## config.mk

```make
export PLATFORM = sky130hd
export DESIGN_NAME = link_byte_to_midi_event_decoder_flat
export DESIGN_NICKNAME = d
export VERILOG_FILES = /design/src/hdl/lbme_pkg.sv /design/src/hdl/lbme_in_if.sv /design/src/hdl/lbme_out_if.sv /design/src/hdl/lbme_front.sv /design/src/hdl/lbme_op_fifo.sv /design/src/hdl/lbme_back.sv /design/src/hdl/link_byte_to_midi_event_decoder.sv /design/src/flat_wrapper.sv
export SDC_FILE = /design/constraint.sdc
export NUM_CORES = 1
export LEC_CHECK = 0
export BUFFER_PORTS_ARGS = -buffer_cell sky130_fd_sc_hd__buf_2
export CAP_MARGIN = 15
export CORE_MARGIN = 4
export CORE_UTILIZATION = 40
export CTS_CLUSTER_SIZE = 30
export DETAILED_ROUTE_END_ITERATION = 10
export PLACE_DENSITY = 0.57
export REMOVE_ABC_BUFFERS = 1
export SLEW_MARGIN = 40
export SYNTH_ARGS = -nofsm -noshare
export SYNTH_HDL_FRONTEND = slang
export SYNTH_SLANG_ARGS = --single-unit
```

## constraint.sdc

```tcl
create_clock -name clk -period 7.8 [get_ports clk]
set_clock_uncertainty 0.05 [all_clocks]
set_input_delay 0 -clock clk [delete_from_list [all_inputs] [get_ports clk]]
set_output_delay 0 -clock clk [all_outputs]
set_load 0.01 [all_outputs]
```

## src/hdl/lbme_pkg.sv

```systemverilog
package lbme_pkg;

  // Widths of the item fields and of the configuration port.
  localparam int unsigned BYTE_W     = 8;
  localparam int unsigned DATA_W     = 7;
  localparam int unsigned CHAN_W     = 4;
  localparam int unsigned KIND_W     = 3;
  localparam int unsigned CFG_IDX_W  = 3;
  localparam int unsigned CFG_DATA_W = 56;

  // The configuration registers always hold four voices of eight slots.
  localparam int unsigned MAX_VOICES = 4;
  localparam int unsigned VOICE_W    = 2;
  localparam int unsigned MAX_SLOTS  = 8;
  localparam int unsigned SLOT_W     = 3;

  // Configuration register indexes.
  localparam logic [CFG_IDX_W-1:0] CFG_VOICE_CHANNELS = 3'd0;
  localparam logic [CFG_IDX_W-1:0] CFG_CC_MULTI_MODE  = 3'd1;
  localparam logic [CFG_IDX_W-1:0] CFG_CC_SCALING     = 3'd2;
  localparam logic [CFG_IDX_W-1:0] CFG_CC_NUMBERS0    = 3'd3;
  localparam logic [CFG_IDX_W-1:0] CFG_CC_NUMBERS1    = 3'd4;
  localparam logic [CFG_IDX_W-1:0] CFG_CC_NUMBERS2    = 3'd5;
  localparam logic [CFG_IDX_W-1:0] CFG_CC_NUMBERS3    = 3'd6;

  localparam logic [15:0] VOICE_CHANNELS_RESET = 16'h3210;

  typedef struct packed {
    logic [MAX_VOICES-1:0][CHAN_W-1:0]                voice_channels;
    logic [MAX_VOICES-1:0]                            cc_multi_mode;
    logic [MAX_VOICES-1:0]                            cc_scaling;
    logic [MAX_VOICES-1:0][MAX_SLOTS-1:0][DATA_W-1:0] cc_numbers;
  } cfg_t;

  // Work items passed from the front end to the event sequencer.
  typedef enum logic [2:0] {
    OP_CLOCK,
    OP_START,
    OP_STOP,
    OP_NOTE,
    OP_CC,
    OP_PROG
  } op_kind_t;

  typedef struct packed {
    op_kind_t            kind;
    logic [VOICE_W-1:0]  voice;
    logic [DATA_W-1:0]   data;
  } op_t;

  typedef enum logic [KIND_W-1:0] {
    EV_NOTE_ON  = 3'd0,
    EV_NOTE_OFF = 3'd1,
    EV_CC       = 3'd2,
    EV_PROG     = 3'd3,
    EV_CLOCK    = 3'd4,
    EV_START    = 3'd5,
    EV_STOP     = 3'd6
  } evt_kind_t;

  typedef enum logic [2:0] {
    BK_IDLE,
    BK_NOTE_OFF,
    BK_NOTE_ON,
    BK_SINGLE,
    BK_STOP_OFF,
    BK_STOP_CC,
    BK_STOP_END
  } back_state_t;

endpackage

```

## src/hdl/lbme_in_if.sv

```systemverilog
interface lbme_in_if;
  logic                       valid;
  logic                       ready;
  logic [lbme_pkg::BYTE_W-1:0] link_byte;

  modport source (output valid, output link_byte, input ready);
  modport sink   (input valid, input link_byte, output ready);
endinterface

```

## src/hdl/lbme_out_if.sv

```systemverilog
interface lbme_out_if;
  logic                        valid;
  logic                        ready;
  logic [lbme_pkg::KIND_W-1:0] event_kind;
  logic [lbme_pkg::CHAN_W-1:0] midi_channel;
  logic [lbme_pkg::DATA_W-1:0] first_data;
  logic [lbme_pkg::DATA_W-1:0] second_data;
  logic                        last_of_run;

  modport source (output valid, output event_kind, output midi_channel,
                  output first_data, output second_data, output last_of_run,
                  input ready);
  modport sink   (input valid, input event_kind, input midi_channel,
                  input first_data, input second_data, input last_of_run,
                  output ready);
endinterface

```

## src/hdl/lbme_front.sv

```systemverilog
module lbme_front #(
  parameter int unsigned VOICES = 4
) (
  input  logic            clk,
  input  logic            rst_n,
  lbme_in_if.sink         in_ch,
  output logic            push,
  output lbme_pkg::op_t   push_op,
  input  logic            push_ready
);

  localparam logic [7:0] CMD_FIRST = 8'h70;
  localparam logic [7:0] CMD_CLOCK = 8'h7F;
  localparam logic [7:0] CMD_STOP  = 8'h7E;
  localparam logic [7:0] CMD_START = 8'h7D;
  localparam logic [7:0] CMD_LIMIT = 8'h0C;

  localparam logic [1:0] GRP_NOTE = 2'd0;
  localparam logic [1:0] GRP_CC   = 2'd1;
  localparam logic [1:0] GRP_PROG = 2'd2;

  logic [7:0] pending_cmd_r;
  logic [7:0] pending_cmd_nxt;
  logic       pending_valid_r;
  logic       pending_valid_nxt;
  logic       accept;
  logic [7:0] b;

  assign in_ch.ready = push_ready;
  assign accept      = in_ch.valid && push_ready;
  assign b           = in_ch.link_byte;

  always_comb begin
    push              = 1'b0;
    push_op.kind      = lbme_pkg::OP_CLOCK;
    push_op.voice     = pending_cmd_r[1:0];
    push_op.data      = b[6:0];
    pending_cmd_nxt   = pending_cmd_r;
    pending_valid_nxt = pending_valid_r;
    if (accept) begin
      if (b >= CMD_FIRST) begin
        if (b == CMD_CLOCK) begin
          push         = 1'b1;
          push_op.kind = lbme_pkg::OP_CLOCK;
        end else if (b == CMD_STOP) begin
          push         = 1'b1;
          push_op.kind = lbme_pkg::OP_STOP;
        end else if (b == CMD_START) begin
          push         = 1'b1;
          push_op.kind = lbme_pkg::OP_START;
        end else begin
          pending_cmd_nxt   = b - CMD_FIRST;
          pending_valid_nxt = 1'b1;
        end
      end else if (pending_valid_r) begin
        // Unknown commands and voices past the configured count are dropped.
        if (pending_cmd_r < CMD_LIMIT &&
            {1'b0, pending_cmd_r[1:0]} < 3'(VOICES)) begin
          push = 1'b1;
          unique case (pending_cmd_r[3:2])
            GRP_NOTE: push_op.kind = lbme_pkg::OP_NOTE;
            GRP_CC:   push_op.kind = lbme_pkg::OP_CC;
            GRP_PROG: push_op.kind = lbme_pkg::OP_PROG;
            default:  push         = 1'b0;
          endcase
        end
        pending_cmd_nxt   = '0;
        pending_valid_nxt = 1'b0;
      end
    end
  end

  always_ff @(posedge clk) begin
    if (!rst_n) begin
      pending_cmd_r   <= '0;
      pending_valid_r <= 1'b0;
    end else begin
      pending_cmd_r   <= pending_cmd_nxt;
      pending_valid_r <= pending_valid_nxt;
    end
  end

endmodule

```

## src/hdl/lbme_op_fifo.sv

```systemverilog
module lbme_op_fifo #(
  parameter int unsigned DEPTH = 2
) (
  input  logic          clk,
  input  logic          rst_n,
  input  logic          push,
  input  lbme_pkg::op_t push_op,
  output logic          push_ready,
  input  logic          pop,
  output lbme_pkg::op_t head_op,
  output logic          head_valid
);

  localparam int unsigned AW = (DEPTH > 1) ? $clog2(DEPTH) : 1;
  localparam int unsigned CW = $clog2(DEPTH + 1);

  lbme_pkg::op_t  mem_r [DEPTH];
  logic [AW-1:0]  wr_ptr_r;
  logic [AW-1:0]  rd_ptr_r;
  logic [CW-1:0]  count_r;

  function automatic logic [AW-1:0] ptr_inc(input logic [AW-1:0] p);
    ptr_inc = (p == AW'(DEPTH - 1)) ? '0 : p + 1'b1;
  endfunction

  assign push_ready = (count_r != CW'(DEPTH));
  assign head_valid = (count_r != '0);
  assign head_op    = mem_r[rd_ptr_r];

  always_ff @(posedge clk) begin
    if (push) begin
      mem_r[wr_ptr_r] <= push_op;
    end
  end

  always_ff @(posedge clk) begin
    if (!rst_n) begin
      wr_ptr_r <= '0;
      rd_ptr_r <= '0;
      count_r  <= '0;
    end else begin
      if (push) begin
        wr_ptr_r <= ptr_inc(wr_ptr_r);
      end
      if (pop) begin
        rd_ptr_r <= ptr_inc(rd_ptr_r);
      end
      if (push && !pop) begin
        count_r <= count_r + 1'b1;
      end else if (pop && !push) begin
        count_r <= count_r - 1'b1;
      end
    end
  end

endmodule

```

## src/hdl/lbme_back.sv

```systemverilog
module lbme_back #(
  parameter int unsigned VOICES   = 4,
  parameter int unsigned CC_SLOTS = 8
) (
  input  logic           clk,
  input  logic           rst_n,
  input  lbme_pkg::cfg_t cfg,
  input  lbme_pkg::op_t  head_op,
  input  logic           head_valid,
  output logic           pop,
  lbme_out_if.source     out_ch
);

  localparam int unsigned DW = lbme_pkg::DATA_W;
  localparam int unsigned VW = lbme_pkg::VOICE_W;

  localparam logic [DW-1:0] VEL_ON       = 7'h7F;
  localparam logic [DW-1:0] VEL_OFF      = 7'h40;
  localparam logic [DW-1:0] CC_ALL_OFF   = 7'd123;
  // floor(d * 16 / 111) equals (d * 1181) >> 13 for every data byte.
  localparam logic [17:0]   SCALE_RECIP  = 18'd1181;
  localparam int unsigned   SCALE_SHIFT  = 13;

  lbme_pkg::back_state_t state_r, state_nxt;
  lbme_pkg::op_t         op_r;
  logic [VW-1:0]         vc_r;
  logic [VOICES-1:0]     held_valid_r;
  logic [DW-1:0]         held_note_r [VOICES];

  logic                       out_valid_r;
  lbme_pkg::evt_kind_t        out_kind_r;
  logic [lbme_pkg::CHAN_W-1:0] out_chan_r;
  logic [DW-1:0]              out_d1_r;
  logic [DW-1:0]              out_d2_r;
  logic                       out_last_r;

  logic                        emit_ok;
  logic                        emit;
  lbme_pkg::evt_kind_t         ev_kind;
  logic [lbme_pkg::CHAN_W-1:0] ev_chan;
  logic [DW-1:0]               ev_d1;
  logic [DW-1:0]               ev_d2;
  logic                        ev_last;
  logic                        load;
  logic                        set_held;
  logic                        clr_held;
  logic                        vc_inc;

  logic [VW-1:0]               cur_voice;
  logic                        cur_held;
  logic [DW-1:0]               cur_note;
  logic                        head_held;
  logic [lbme_pkg::CHAN_W-1:0] cur_chan;

  logic                        cc_multi;
  logic                        cc_scale;
  logic [lbme_pkg::SLOT_W-1:0] cc_slot;
  logic [DW-1:0]               cc_num;
  logic [DW-1:0]               cc_val;
  logic [17:0]                 scale_prod;

  assign emit_ok   = !out_valid_r || out_ch.ready;
  assign cur_voice = (state_r == lbme_pkg::BK_STOP_OFF || state_r == lbme_pkg::BK_STOP_CC) ?
                     vc_r : op_r.voice;
  assign cur_chan  = cfg.voice_channels[cur_voice];

  always_comb begin
    cur_held  = 1'b0;
    cur_note  = '0;
    head_held = 1'b0;
    for (int i = 0; i < VOICES; i++) begin
      if (VW'(i) == cur_voice) begin
        cur_held = held_valid_r[i];
        cur_note = held_note_r[i];
      end
      if (VW'(i) == head_op.voice) begin
        head_held = held_valid_r[i];
      end
    end
  end

  // Control change: slot and value from the data byte.
  assign cc_multi   = cfg.cc_multi_mode[op_r.voice];
  assign cc_scale   = cfg.cc_scaling[op_r.voice];
  assign scale_prod = 18'(op_r.data) * SCALE_RECIP;

  always_comb begin
    cc_slot = cc_multi ? op_r.data[6:4] : '0;
    if (cc_slot > lbme_pkg::SLOT_W'(CC_SLOTS - 1)) begin
      cc_slot = lbme_pkg::SLOT_W'(CC_SLOTS - 1);
    end
    cc_num = cfg.cc_numbers[op_r.voice][cc_slot];
    if (!cc_scale) begin
      cc_val = op_r.data;
    end else if (cc_multi) begin
      cc_val = {op_r.data[3:0], 3'b000};
    end else begin
      cc_val = op_r.data + DW'(scale_prod[17:SCALE_SHIFT]);
    end
  end

  // Next state.
  always_comb begin
    state_nxt = state_r;
    unique case (state_r)
      lbme_pkg::BK_IDLE: begin
        if (head_valid) begin
          if (head_op.kind == lbme_pkg::OP_NOTE) begin
            if (head_held) begin
              state_nxt = lbme_pkg::BK_NOTE_OFF;
            end else if (head_op.data != '0) begin
              state_nxt = lbme_pkg::BK_NOTE_ON;
            end
          end else if (head_op.kind == lbme_pkg::OP_STOP) begin
            state_nxt = lbme_pkg::BK_STOP_OFF;
          end else begin
            state_nxt = lbme_pkg::BK_SINGLE;
          end
        end
      end
      lbme_pkg::BK_NOTE_OFF: begin
        if (emit_ok) begin
          state_nxt = (op_r.data != '0) ? lbme_pkg::BK_NOTE_ON : lbme_pkg::BK_IDLE;
        end
      end
      lbme_pkg::BK_NOTE_ON, lbme_pkg::BK_SINGLE, lbme_pkg::BK_STOP_END: begin
        if (emit_ok) begin
          state_nxt = lbme_pkg::BK_IDLE;
        end
      end
      lbme_pkg::BK_STOP_OFF: begin
        if (!cur_held || emit_ok) begin
          state_nxt = lbme_pkg::BK_STOP_CC;
        end
      end
      lbme_pkg::BK_STOP_CC: begin
        if (emit_ok) begin
          state_nxt = (vc_r == VW'(VOICES - 1)) ? lbme_pkg::BK_STOP_END :
                      lbme_pkg::BK_STOP_OFF;
        end
      end
      default: state_nxt = lbme_pkg::BK_IDLE;
    endcase
  end

  // Outputs of the sequencer.
  always_comb begin
    pop      = 1'b0;
    load     = 1'b0;
    emit     = 1'b0;
    ev_kind  = lbme_pkg::EV_CLOCK;
    ev_chan  = '0;
    ev_d1    = '0;
    ev_d2    = '0;
    ev_last  = 1'b0;
    set_held = 1'b0;
    clr_held = 1'b0;
    vc_inc   = 1'b0;
    unique case (state_r)
      lbme_pkg::BK_IDLE: begin
        pop  = head_valid;
        load = head_valid;
      end
      lbme_pkg::BK_NOTE_OFF: begin
        emit     = emit_ok;
        ev_kind  = lbme_pkg::EV_NOTE_OFF;
        ev_chan  = cur_chan;
        ev_d1    = cur_note;
        ev_d2    = VEL_OFF;
        ev_last  = (op_r.data == '0);
        clr_held = emit_ok;
      end
      lbme_pkg::BK_NOTE_ON: begin
        emit     = emit_ok;
        ev_kind  = lbme_pkg::EV_NOTE_ON;
        ev_chan  = cur_chan;
        ev_d1    = op_r.data;
        ev_d2    = VEL_ON;
        ev_last  = 1'b1;
        set_held = emit_ok;
      end
      lbme_pkg::BK_SINGLE: begin
        emit    = emit_ok;
        ev_last = 1'b1;
        unique case (op_r.kind)
          lbme_pkg::OP_START: ev_kind = lbme_pkg::EV_START;
          lbme_pkg::OP_CC: begin
            ev_kind = lbme_pkg::EV_CC;
            ev_chan = cur_chan;
            ev_d1   = cc_num;
            ev_d2   = cc_val;
          end
          lbme_pkg::OP_PROG: begin
            ev_kind = lbme_pkg::EV_PROG;
            ev_chan = cur_chan;
            ev_d1   = op_r.data;
          end
          default: ev_kind = lbme_pkg::EV_CLOCK;
        endcase
      end
      lbme_pkg::BK_STOP_OFF: begin
        emit     = cur_held && emit_ok;
        ev_kind  = lbme_pkg::EV_NOTE_OFF;
        ev_chan  = cur_chan;
        ev_d1    = cur_note;
        ev_d2    = VEL_OFF;
        clr_held = cur_held && emit_ok;
      end
      lbme_pkg::BK_STOP_CC: begin
        emit    = emit_ok;
        ev_kind = lbme_pkg::EV_CC;
        ev_chan = cur_chan;
        ev_d1   = CC_ALL_OFF;
        vc_inc  = emit_ok;
      end
      lbme_pkg::BK_STOP_END: begin
        emit    = emit_ok;
        ev_kind = lbme_pkg::EV_STOP;
        ev_last = 1'b1;
      end
      default: ;
    endcase
  end

  always_ff @(posedge clk) begin
    if (!rst_n) begin
      state_r      <= lbme_pkg::BK_IDLE;
      vc_r         <= '0;
      held_valid_r <= '0;
      out_valid_r  <= 1'b0;
    end else begin
      state_r <= state_nxt;
      if (load) begin
        vc_r <= '0;
      end else if (vc_inc) begin
        vc_r <= vc_r + 1'b1;
      end
      for (int i = 0; i < VOICES; i++) begin
        if (clr_held && VW'(i) == cur_voice) begin
          held_valid_r[i] <= 1'b0;
        end else if (set_held && VW'(i) == op_r.voice) begin
          held_valid_r[i] <= 1'b1;
        end
      end
      if (emit) begin
        out_valid_r <= 1'b1;
      end else if (out_ch.ready) begin
        out_valid_r <= 1'b0;
      end
    end
  end

  always_ff @(posedge clk) begin
    if (load) begin
      op_r <= head_op;
    end
    for (int i = 0; i < VOICES; i++) begin
      if (set_held && VW'(i) == op_r.voice) begin
        held_note_r[i] <= op_r.data;
      end
    end
    if (emit) begin
      out_kind_r <= ev_kind;
      out_chan_r <= ev_chan;
      out_d1_r   <= ev_d1;
      out_d2_r   <= ev_d2;
      out_last_r <= ev_last;
    end
  end

  assign out_ch.valid        = out_valid_r;
  assign out_ch.event_kind   = out_kind_r;
  assign out_ch.midi_channel = out_chan_r;
  assign out_ch.first_data   = out_d1_r;
  assign out_ch.second_data  = out_d2_r;
  assign out_ch.last_of_run  = out_last_r;

endmodule

```

## src/hdl/link_byte_to_midi_event_decoder.sv

```systemverilog
// Decodes bytes from a serial link into MIDI events.
// in_ch carries one link byte per transaction; out_ch carries one MIDI event
// per transaction, with last_of_run marking the final event caused by a byte.
// The cfg_ port writes one configuration register per cycle while cfg_we is
// high; it is meant to be used only while no byte is in flight.
// A front end tracks the pending command and turns bytes into work items
// that go into a two-entry queue; an event sequencer drains the queue and
// emits the events one at a time through an output register.
// The front end pushes each work item into the queue; the sequencer loads one
// item at a time in its idle state while the queue takes further bytes, and
// registers each event in the output register. Command bytes that only store
// a pending command, and data bytes that are dropped, are handled by the front
// end alone and put nothing in the queue.
// A stalled receiver holds the current event in the output register; the
// sequencer then waits, the queue fills, and in_ch.ready drops when it is full.
// Reset clears the pending command, the held notes, the queue and the output,
// and loads the configuration reset values (channels 0, 1, 2, 3 for the voices).
module link_byte_to_midi_event_decoder #(
  parameter int unsigned VOICES   = 4,
  parameter int unsigned CC_SLOTS = 8
) (
  input  logic                              clk,
  input  logic                              rst_n,
  input  logic                              cfg_we,
  input  logic [lbme_pkg::CFG_IDX_W-1:0]    cfg_index,
  input  logic [lbme_pkg::CFG_DATA_W-1:0]   cfg_wdata,
  lbme_in_if.sink                           in_ch,
  lbme_out_if.source                        out_ch
);

  lbme_pkg::cfg_t cfg_r;

  logic          push;
  lbme_pkg::op_t push_op;
  logic          push_ready;
  logic          pop;
  lbme_pkg::op_t head_op;
  logic          head_valid;

  // Configuration registers. Writes to an index past the list are ignored.
  always_ff @(posedge clk) begin
    if (!rst_n) begin
      cfg_r.voice_channels <= lbme_pkg::VOICE_CHANNELS_RESET;
      cfg_r.cc_multi_mode  <= '0;
      cfg_r.cc_scaling     <= '0;
      cfg_r.cc_numbers     <= '0;
    end else if (cfg_we) begin
      unique case (cfg_index)
        lbme_pkg::CFG_VOICE_CHANNELS: cfg_r.voice_channels <= cfg_wdata[15:0];
        lbme_pkg::CFG_CC_MULTI_MODE:  cfg_r.cc_multi_mode  <= cfg_wdata[3:0];
        lbme_pkg::CFG_CC_SCALING:     cfg_r.cc_scaling     <= cfg_wdata[3:0];
        lbme_pkg::CFG_CC_NUMBERS0:    cfg_r.cc_numbers[0]  <= cfg_wdata;
        lbme_pkg::CFG_CC_NUMBERS1:    cfg_r.cc_numbers[1]  <= cfg_wdata;
        lbme_pkg::CFG_CC_NUMBERS2:    cfg_r.cc_numbers[2]  <= cfg_wdata;
        lbme_pkg::CFG_CC_NUMBERS3:    cfg_r.cc_numbers[3]  <= cfg_wdata;
        default: ;
      endcase
    end
  end

  // Front end: accepts every byte the queue has room for.
  lbme_front #(
    .VOICES (VOICES)
  ) u_front (
    .clk        (clk),
    .rst_n      (rst_n),
    .in_ch      (in_ch),
    .push       (push),
    .push_op    (push_op),
    .push_ready (push_ready)
  );

  lbme_op_fifo #(
    .DEPTH (2)
  ) u_fifo (
    .clk        (clk),
    .rst_n      (rst_n),
    .push       (push),
    .push_op    (push_op),
    .push_ready (push_ready),
    .pop        (pop),
    .head_op    (head_op),
    .head_valid (head_valid)
  );

  // Event sequencer: emits its events one at a time, waiting while the output register is full.
  lbme_back #(
    .VOICES   (VOICES),
    .CC_SLOTS (CC_SLOTS)
  ) u_back (
    .clk        (clk),
    .rst_n      (rst_n),
    .cfg        (cfg_r),
    .head_op    (head_op),
    .head_valid (head_valid),
    .pop        (pop),
    .out_ch     (out_ch)
  );

endmodule
```

## src/flat_wrapper.sv

```systemverilog
// flat-port wrapper written by rule: the top's interface ports become plain ports
module link_byte_to_midi_event_decoder_flat 
#(
  parameter int unsigned VOICES   = 4,
  parameter int unsigned CC_SLOTS = 8
)
  (clk, rst_n, cfg_we, cfg_index, cfg_wdata, in_ch_valid, in_ch_link_byte, in_ch_ready, out_ch_valid, out_ch_event_kind, out_ch_midi_channel, out_ch_first_data, out_ch_second_data, out_ch_last_of_run, out_ch_ready);
  lbme_in_if in_ch_i ();
  lbme_out_if out_ch_i ();
  input  logic clk;
  input  logic rst_n;
  input  logic cfg_we;
  input  logic [lbme_pkg::CFG_IDX_W-1:0] cfg_index;
  input  logic [lbme_pkg::CFG_DATA_W-1:0] cfg_wdata;
  input wire logic [$bits(in_ch_i.valid)-1:0] in_ch_valid;
  input wire logic [$bits(in_ch_i.link_byte)-1:0] in_ch_link_byte;
  output wire logic [$bits(in_ch_i.ready)-1:0] in_ch_ready;
  output wire logic [$bits(out_ch_i.valid)-1:0] out_ch_valid;
  output wire logic [$bits(out_ch_i.event_kind)-1:0] out_ch_event_kind;
  output wire logic [$bits(out_ch_i.midi_channel)-1:0] out_ch_midi_channel;
  output wire logic [$bits(out_ch_i.first_data)-1:0] out_ch_first_data;
  output wire logic [$bits(out_ch_i.second_data)-1:0] out_ch_second_data;
  output wire logic [$bits(out_ch_i.last_of_run)-1:0] out_ch_last_of_run;
  input wire logic [$bits(out_ch_i.ready)-1:0] out_ch_ready;
  assign in_ch_i.valid = in_ch_valid;
  assign in_ch_i.link_byte = in_ch_link_byte;
  assign in_ch_ready = in_ch_i.ready;
  assign out_ch_valid = out_ch_i.valid;
  assign out_ch_event_kind = out_ch_i.event_kind;
  assign out_ch_midi_channel = out_ch_i.midi_channel;
  assign out_ch_first_data = out_ch_i.first_data;
  assign out_ch_second_data = out_ch_i.second_data;
  assign out_ch_last_of_run = out_ch_i.last_of_run;
  assign out_ch_i.ready = out_ch_ready;
  link_byte_to_midi_event_decoder #(.VOICES(VOICES), .CC_SLOTS(CC_SLOTS)) u_core (.clk(clk), .rst_n(rst_n), .cfg_we(cfg_we), .cfg_index(cfg_index), .cfg_wdata(cfg_wdata), .in_ch(in_ch_i), .out_ch(out_ch_i));
endmodule
```

; Yosys cells after proc, flatten, opt, wreduce, memory -nomap -nowiden
; Memories as Yosys holds them, arrays and structs flattened. A register that Yosys moved wholly into a read port is not among the register bits.
; Cells that the tools add are included.
[totals]
register_bits = 305
mem_bits_rw = 52
in_bits = 72
out_inout_bits = 24
elab_cells = 278
memories = 2
[memory_table]
columns = name, words, word_bits, rd, rd_clocked_by_memory_dff, write_ports, line_no
row1 = u_core.u_back.held_note_r, 4, 7, 4, 0, 1, lbme_back.sv:28  ; logic [DW-1:0] held_note_r [VOICES];
row2 = u_core.u_fifo.mem_r, 2, 12, 1, 1, 1, lbme_op_fifo.sv:17  ; lbme_pkg::op_t mem_r [DEPTH];
[classes]
addsub = 7
multipliers = 1
magnitude_cmp = 6
n_eq_ne = 42
n_mux = 105
bitwise = 1
n_reduce_logical = 56
[op_table]
columns = operator, count
row1 = 56-bit binary-select mux with 2-bit select, 1
row2 = 7-bit 2-to-1 mux, 11
row3 = 56-bit 2-to-1 mux, 1
row4 = 1-bit 2-to-1 mux, 45
row5 = 3-bit 2-to-1 mux, 15
row6 = 8-bit 2-to-1 mux, 5
row7 = 3-bit one-hot mux with 5 select lines, 2
row8 = 7-bit one-hot mux with 4 select lines, 1
row9 = 3-bit == test (second input constant), 8
row10 = 8-bit by 7-bit == test with 1-bit output (second input constant), 3
row11 = 7-bit binary-select mux with 3-bit select, 1
row12 = 7-bit one-hot mux with 3 select lines, 1
row13 = 7-bit OR reduction, 3
row14 = 2-bit 2-to-1 mux, 10
row15 = 3-bit by 2-bit == test with 1-bit output (second input constant), 6
row16 = 7-bit by 11-bit multiplier with 18-bit output (second input constant), 1
row17 = 3-bit one-hot mux with 3 select lines, 2
row18 = 2-bit inequality test (second input constant), 7
row19 = 7-bit one-hot mux with 2 select lines, 1
row20 = 2-bit AND reduction, 7
row21 = 7-bit nonzero test, 2
row22 = 2-bit OR reduction, 7
row23 = 2-bit == test (first input constant), 6
row24 = 1-bit logical AND, 12
row25 = 34 further kinds, 60

; Longest topological paths before layout
[depth]
depth_word = 12
mapped_depth = 25
mapped_depth_nobuf = 23

; Modules after synthesis
; A second synthesis with hierarchy kept.
[hier_totals]
hier_cells = 1552
hier_area_um2 = 17260.3
[by_module_without_submodules]
columns = mod, n_inst, cells_each, area_each_um2, seq_area_each_um2
row1 = link_byte_to_midi_event_decoder, 1, 875, 9031.2, 4964.8
row2 = lbme_back, 1, 549, 6532.5, 2062.0
row3 = lbme_op_fifo, 1, 59, 1079.8, 820.8
row4 = lbme_front, 1, 69, 616.8, 180.2

; Least setup slack after synthesis
; Ideal clock, no wire load.
[synth_path]
kind = flip-flop to flip-flop
from = register u_core.u_back.op_r[4] in the netlist's numbering
to = register u_core.u_back.out_d2_r[6], in the netlist u_core.u_back.out_ch.second_data[6] (data pin)
setup_time_ns = 0.279
arrival_ns = 5.636
required_time_ns = 7.471
path_slack_ns = 1.836
path_stages_with_launch = 26
path_buffers = 2
period_less_slack_ns = 5.964
path_cell_list = edfxtp_1 -> clkbuf_1 -> inv_1 -> clkbuf_1 -> ha_1 -> inv_1 -> fa_1 -> inv_1 -> fa_1 -> fa_1 -> ha_1 -> nand2_1 -> a221oi_1 -> nor3_1 -> o21ba_2 -> o21bai_1 -> xor2_1 -> ha_1 -> inv_1 -> fa_1 -> nand3b_1 -> a21oi_1 -> o21a_1 -> o21ai_0 -> a22oi_1 -> o221ai_1
[synth_between]
elab_chain_len = 6
[synth_lines]
columns = element, line_no
row1 = from (decl), lbme_back.sv:25  ; lbme_pkg::op_t op_r;
row2 = from (signal assigned), lbme_back.sv:255  ; op_r <= head_op;
row3 = 7-bit by 11-bit multiplier with 18-bit output, lbme_back.sv:85  ; assign scale_prod = 18'(op_r.data) * SCALE_RECIP;
row4 = 7-bit by 5-bit adder with 7-bit output (*), lbme_back.sv:98  ; cc_val = op_r.data + DW'(scale_prod[17:SCALE_SHIFT]);
row5 = 7-bit 2-to-1 mux (*), lbme_back.sv:95  ; end else if (cc_multi) begin
row6 = 7-bit 2-to-1 mux (*), lbme_back.sv:93  ; if (!cc_scale) begin
row7 = 7-bit 2-to-1 mux (*), lbme_back.sv:185  ; unique case (op_r.kind)
row8 = 7-bit one-hot mux with 3 select lines (*), lbme_back.sv:159  ; unique case (state_r)
row9 = named net u_core.u_back.ev_d2[6], lbme_back.sv:42  ; logic [DW-1:0] ev_d2;
row10 = to (signal assigned), lbme_back.sv:266  ; out_d2_r <= ev_d2;
row11 = to (decl), lbme_back.sv:34  ; logic [DW-1:0] out_d2_r;
; The timed path passes the listed nets; every way through them passes the cells marked *.
; A chain may end at the register's enable or synchronous reset.

; Final worst setup path
; Same ends and word-level chain as after synthesis.

==> impl_metrics.json <==
{
  "met1_length_microns": 21500,
  "rr_startpoint": "u_core.u_back.op_r[4]",
  "power_density_mw_per_mm2": 313,
  "ios": 96,
  "drc": 0,
  "clockPowerShare_pct": 29.4,
  "grt_pass1_wl_microns": 75000,
  "async_flop_share_pct": 0,
  "dr.max_layer_used": "met4",
  "end_kind": "flop",
  "vias": 13300,
  "clk_path_buf_depth": 3,
  "synth_warnings": 0,
  "met2_wirelength_microns": 22600,
  "ant_nets": 0,
  "reg2reg_slack_ns": 1.45,
  "cap_violations": 0,
  "cts_setup_buffers": 0,
  "worstSetupPathType": "flop to flop",
  "wl_microns": 47300,
  "ys_top_cells_by_area": "dfxtp_1, edfxtp_1, nand2_1",
  "cp-start-kind": "flop",
  "ys_seq_elements": 358,
  "firstDrtPassIters": 5,
  "dieHeight_microns": 216,
  "holdCritStartpoint": "cfg_index[2]",
  "holdWs_ns": 0.0432,
  "cp.required_ns": 8.04,
  "critPathSlowestCell": "edfxtp_1",
  "crit_top_cell": "fa_1",
  "antenna_found_initial": 2,
  "initial_core_util_pct": 40.4,
  "slew_headroom_pct": 43.3,
  "wl_per_cell_microns": 18.8,
  "synthCells": 1781,
  "fp-row-count": 76,
  "drtIter0Drc": 829,
  "syn_to_final_growth_pct": 17.9,
  "cts_inserted_buffers": 41,
  "path_cells": "inv_1 -> ha_1 -> inv_1 -> fa_1 -> inv_1 -> fa_1 -> fa_1 -> ha_1 -> nand2_1 -> a221oi_1 -> nor3_1 -> o21ba_2 -> o21ai_0 -> xnor2_1 -> fa_1 -> nand3b_1 -> a21oi_1 -> o21a_1 -> o21ai_0 -> a22oi_1 -> o221ai_1",
  "fin_nets": 2040,
  "htree_levels": 2,
  "reg2reg_to": "u_core.u_back.out_ch.second_data[6]",
  "timing.final.crit_share_pct": 81.4,
  "clk_latency_ns": 0.57,
  "yosysUniqueCellTypes": 69,
  "tns_ns": 0,
  "grt_overflow_total": 0,
  "fmax_ghz": 0.157,
  "root_buffer": "clkbuf_16",
  "clk_pin_slew_ns": 0.06,
  "synth_top_family_by_area": "compound AO/OA/AOI/OAI gates",
  "setup_viol": 0,
  "cts_tree": "built",
  "slowest_delay_ns": 0.66,
  "power_w": 0.00642,
  "synth_largest_area_cell": "dfxtp_1",
  "ctsHoldBuffers": 78,
  "fin_crit_ns": 6.35,
  "synth.avg_cell_area_sq_um": 9.76,
  "final_cell_mix": "nand2_1, dfxtp_1, a21boi_0, buf_2, edfxtp_1",
  "rsz0062_at_grt": "no",
  "final_common_cell": "nand2_1",
  "min_path_cells": 5,
  "crit_path_max_fanout": 11,
  "synthAdderAreaFrac_pct": 5.66,
  "fp.dieW_microns": 216,
  "ir_drop_uv": 237,
  "io_buffers": 95,
  "p_int_w": 0.00419,
  "dp_hpwl_microns": 28800,
  "arrival_ns": 6.59,
  "synth_xor_area_share_pct": 0.706,
  "grt_max_degree": 169,
  "drive_above_1_share_pct": 14.8,
  "met3_wirelength_microns": 2270,
  "n_fill_cell": 4111,
  "worstMarginPinSlew_ns": 0.850,
  "gp_congestion": 0.799,
  "grt_pass1_vias": 13200,
  "synth_compound_area_share_pct": 16.8,
  "die_area_sq_mm": 0.0468,
  "ctsResizeCount": 0,
  "status": "completed",
  "seqPwrFrac_pct": 34.9,
  "synth_top_area_share_pct": 31.3,
  "synthSimpleGateAreaFrac_pct": 15.7,
  "coreArea_sq_mm": 0.0430,
  "synth_ff_type": "dfxtp_1",
  "drv_slew": 0,
  "grt_usage_pct": 20.1,
  "synthMuxAreaShare_pct": 10.9,
  "hold_class": "input pin to flop",
  "via_per_inst": 5.29,
  "syn_area_sq_mm": 0.0174,
  "p_switching_w": 0.00223,
  "leakagePower_nw": 7.27,
  "synth_enable_flop_cells": 86,
  "share_comb_of_total_power_pct": 35.7,
  "hold-path-endpoint": "u_core.cfg_r[233]",
  "rr_worst_depth": 21,
  "ys_seq_area_share_pct": 46.2,
  "hold_violations": 0,
  "power_switching_share_pct": 34.8,
  "clock-sinks": 358
}
stage by stage:
stage                     std cells  cell area, sq um  setup WS (ns)  utilization (%)
after floorplan                1658             16900           1.42                -
after detailed placement       2357             18300           1.49             42.6
final                          2511             20500           1.45             47.7
after global placement         2355             18200           1.66             42.5
after global routing           2511             20500           1.08             47.7
after CTS                      2506             20400           1.49             47.5
flip-flops by register name, summed over array words and instances, names as in the netlist, 2 cells and up, named ones only:
signal / cells
u_core.u_back.held_note_r: 28
u_core.u_back.out_ch.event_kind: 3
u_core.u_back.held_valid_r: 4
u_core.u_back.out_ch.midi_channel: 4
u_core.u_fifo.mem_r: 24
u_core.u_back.out_ch.second_data: 7
u_core.u_back.out_ch.first_data: 7
u_core.cfg_r: 248
u_core.u_fifo.count_r: 2
u_core.u_front.pending_cmd_r: 8
u_core.u_back.vc_r: 2
u_core.u_back.op_r: 12
u_core.u_back.state_r: 3
kinds of logic after synthesis:
| logic type | Yosys count |
|---|---|
| mux | 111 |
| xor+xnor | 14 |
| flops | 358 |
| compound gates | 399 |
| simple gates | 654 |
| fa+ha+maj | 72 |
| buf+inv | 173 |
Yosys cell counts (3+ instances only):
library cell,number
nand2_1,514
dfxtp_1,272
a21boi_0,237
edfxtp_1,86
clkbuf_1,85
ha_1,61
mux4_2,61
inv_1,49
nor2_1,36
mux2i_1,34
a21oi_1,32
o21ai_0,30
nor2b_1,29
buf_1,18
mux2_2,16
o221ai_1,14
nand3_1,13
buf_2,12
nor3_1,12
a22oi_1,11
fa_1,11
a31oi_1,10
a221oi_1,9
xnor2_1,8
a211oi_1,7
and2_1,6
nand2b_1,6
nor4_1,6
xor2_1,6
o211ai_1,5
or3_1,5
a21o_1,4
and3_1,4
buf_4,4
buf_6,4
nand3b_1,4
o21a_1,4
o221a_2,4
a211o_1,3
a22o_1,3
a31o_2,3
nand4_1,3
o21bai_1,3
or2_2,3
or4_1,3
power by group through the flow:
| stage | sequential, W | clock (W) | combinational, W |
|---|---|---|---|
| final | 0.00224 | 0.00189 | 0.00229 |
| after global routing | 0.00226 | 0.00201 | 0.00261 |
| after CTS | 0.00224 | 0.00194 | 0.00229 |
| after detailed placement | 0.00228 | 0 | 0.00225 |
| after global placement | 0.00228 | 0 | 0.00219 |
| after floorplan | 0.00237 | 0 | 0.00147 |
critical path, delay by kind of cell, from the launching register on:
family,cells,cell delay (ns)
and+or+nand+nor,3,0.37
adders and majority gates,6,2.69
DFF,1,0.66
buffers and inverters,3,0.48
xor gates and xnor gates,1,0.16
AOI/OAI and AO/OA,8,1.68
how the worst max path moves through the flow:
stage          slack [ns]                             endpoint             startpoint  depth (start not counted)
4_1_cts              1.49  u_core.u_back.out_ch.second_data[6]  u_core.u_back.op_r[4]                         23
5_1_grt              1.08  u_core.u_back.out_ch.second_data[6]  u_core.u_back.op_r[4]                         23
2_1_floorplan        1.42  u_core.u_back.out_ch.second_data[6]  u_core.u_back.op_r[4]                         23
3_5_place_dp         1.49  u_core.u_back.out_ch.second_data[6]  u_core.u_back.op_r[4]                         23
6_report             1.45  u_core.u_back.out_ch.second_data[6]  u_core.u_back.op_r[4]                         21
3_3_place_gp         1.66  u_core.u_back.out_ch.second_data[6]  u_core.u_back.op_r[4]                         23
area by class of cell:
class	instances	area, sq um	share of cell area [%]
multi-input cells	1250	8720	42.6
flip-flops and latches	358	8030	39.2
repair buffers	195	1510	7.34
clock buffers	62	1220	5.95
well taps	585	732	3.57
inverters	50	188	0.916
clock inverters	9	95.1	0.464
diodes	2	5.00	0.0244
per-layer routing:
layer	GRT usage, %	up-vias
li1	-	6455
met3	3.13	65
met5	0	-
met4	5.59	0
met1	26.9	6482
met2	34.1	285
Note: power is estimated with default switching activity, not from simulation.
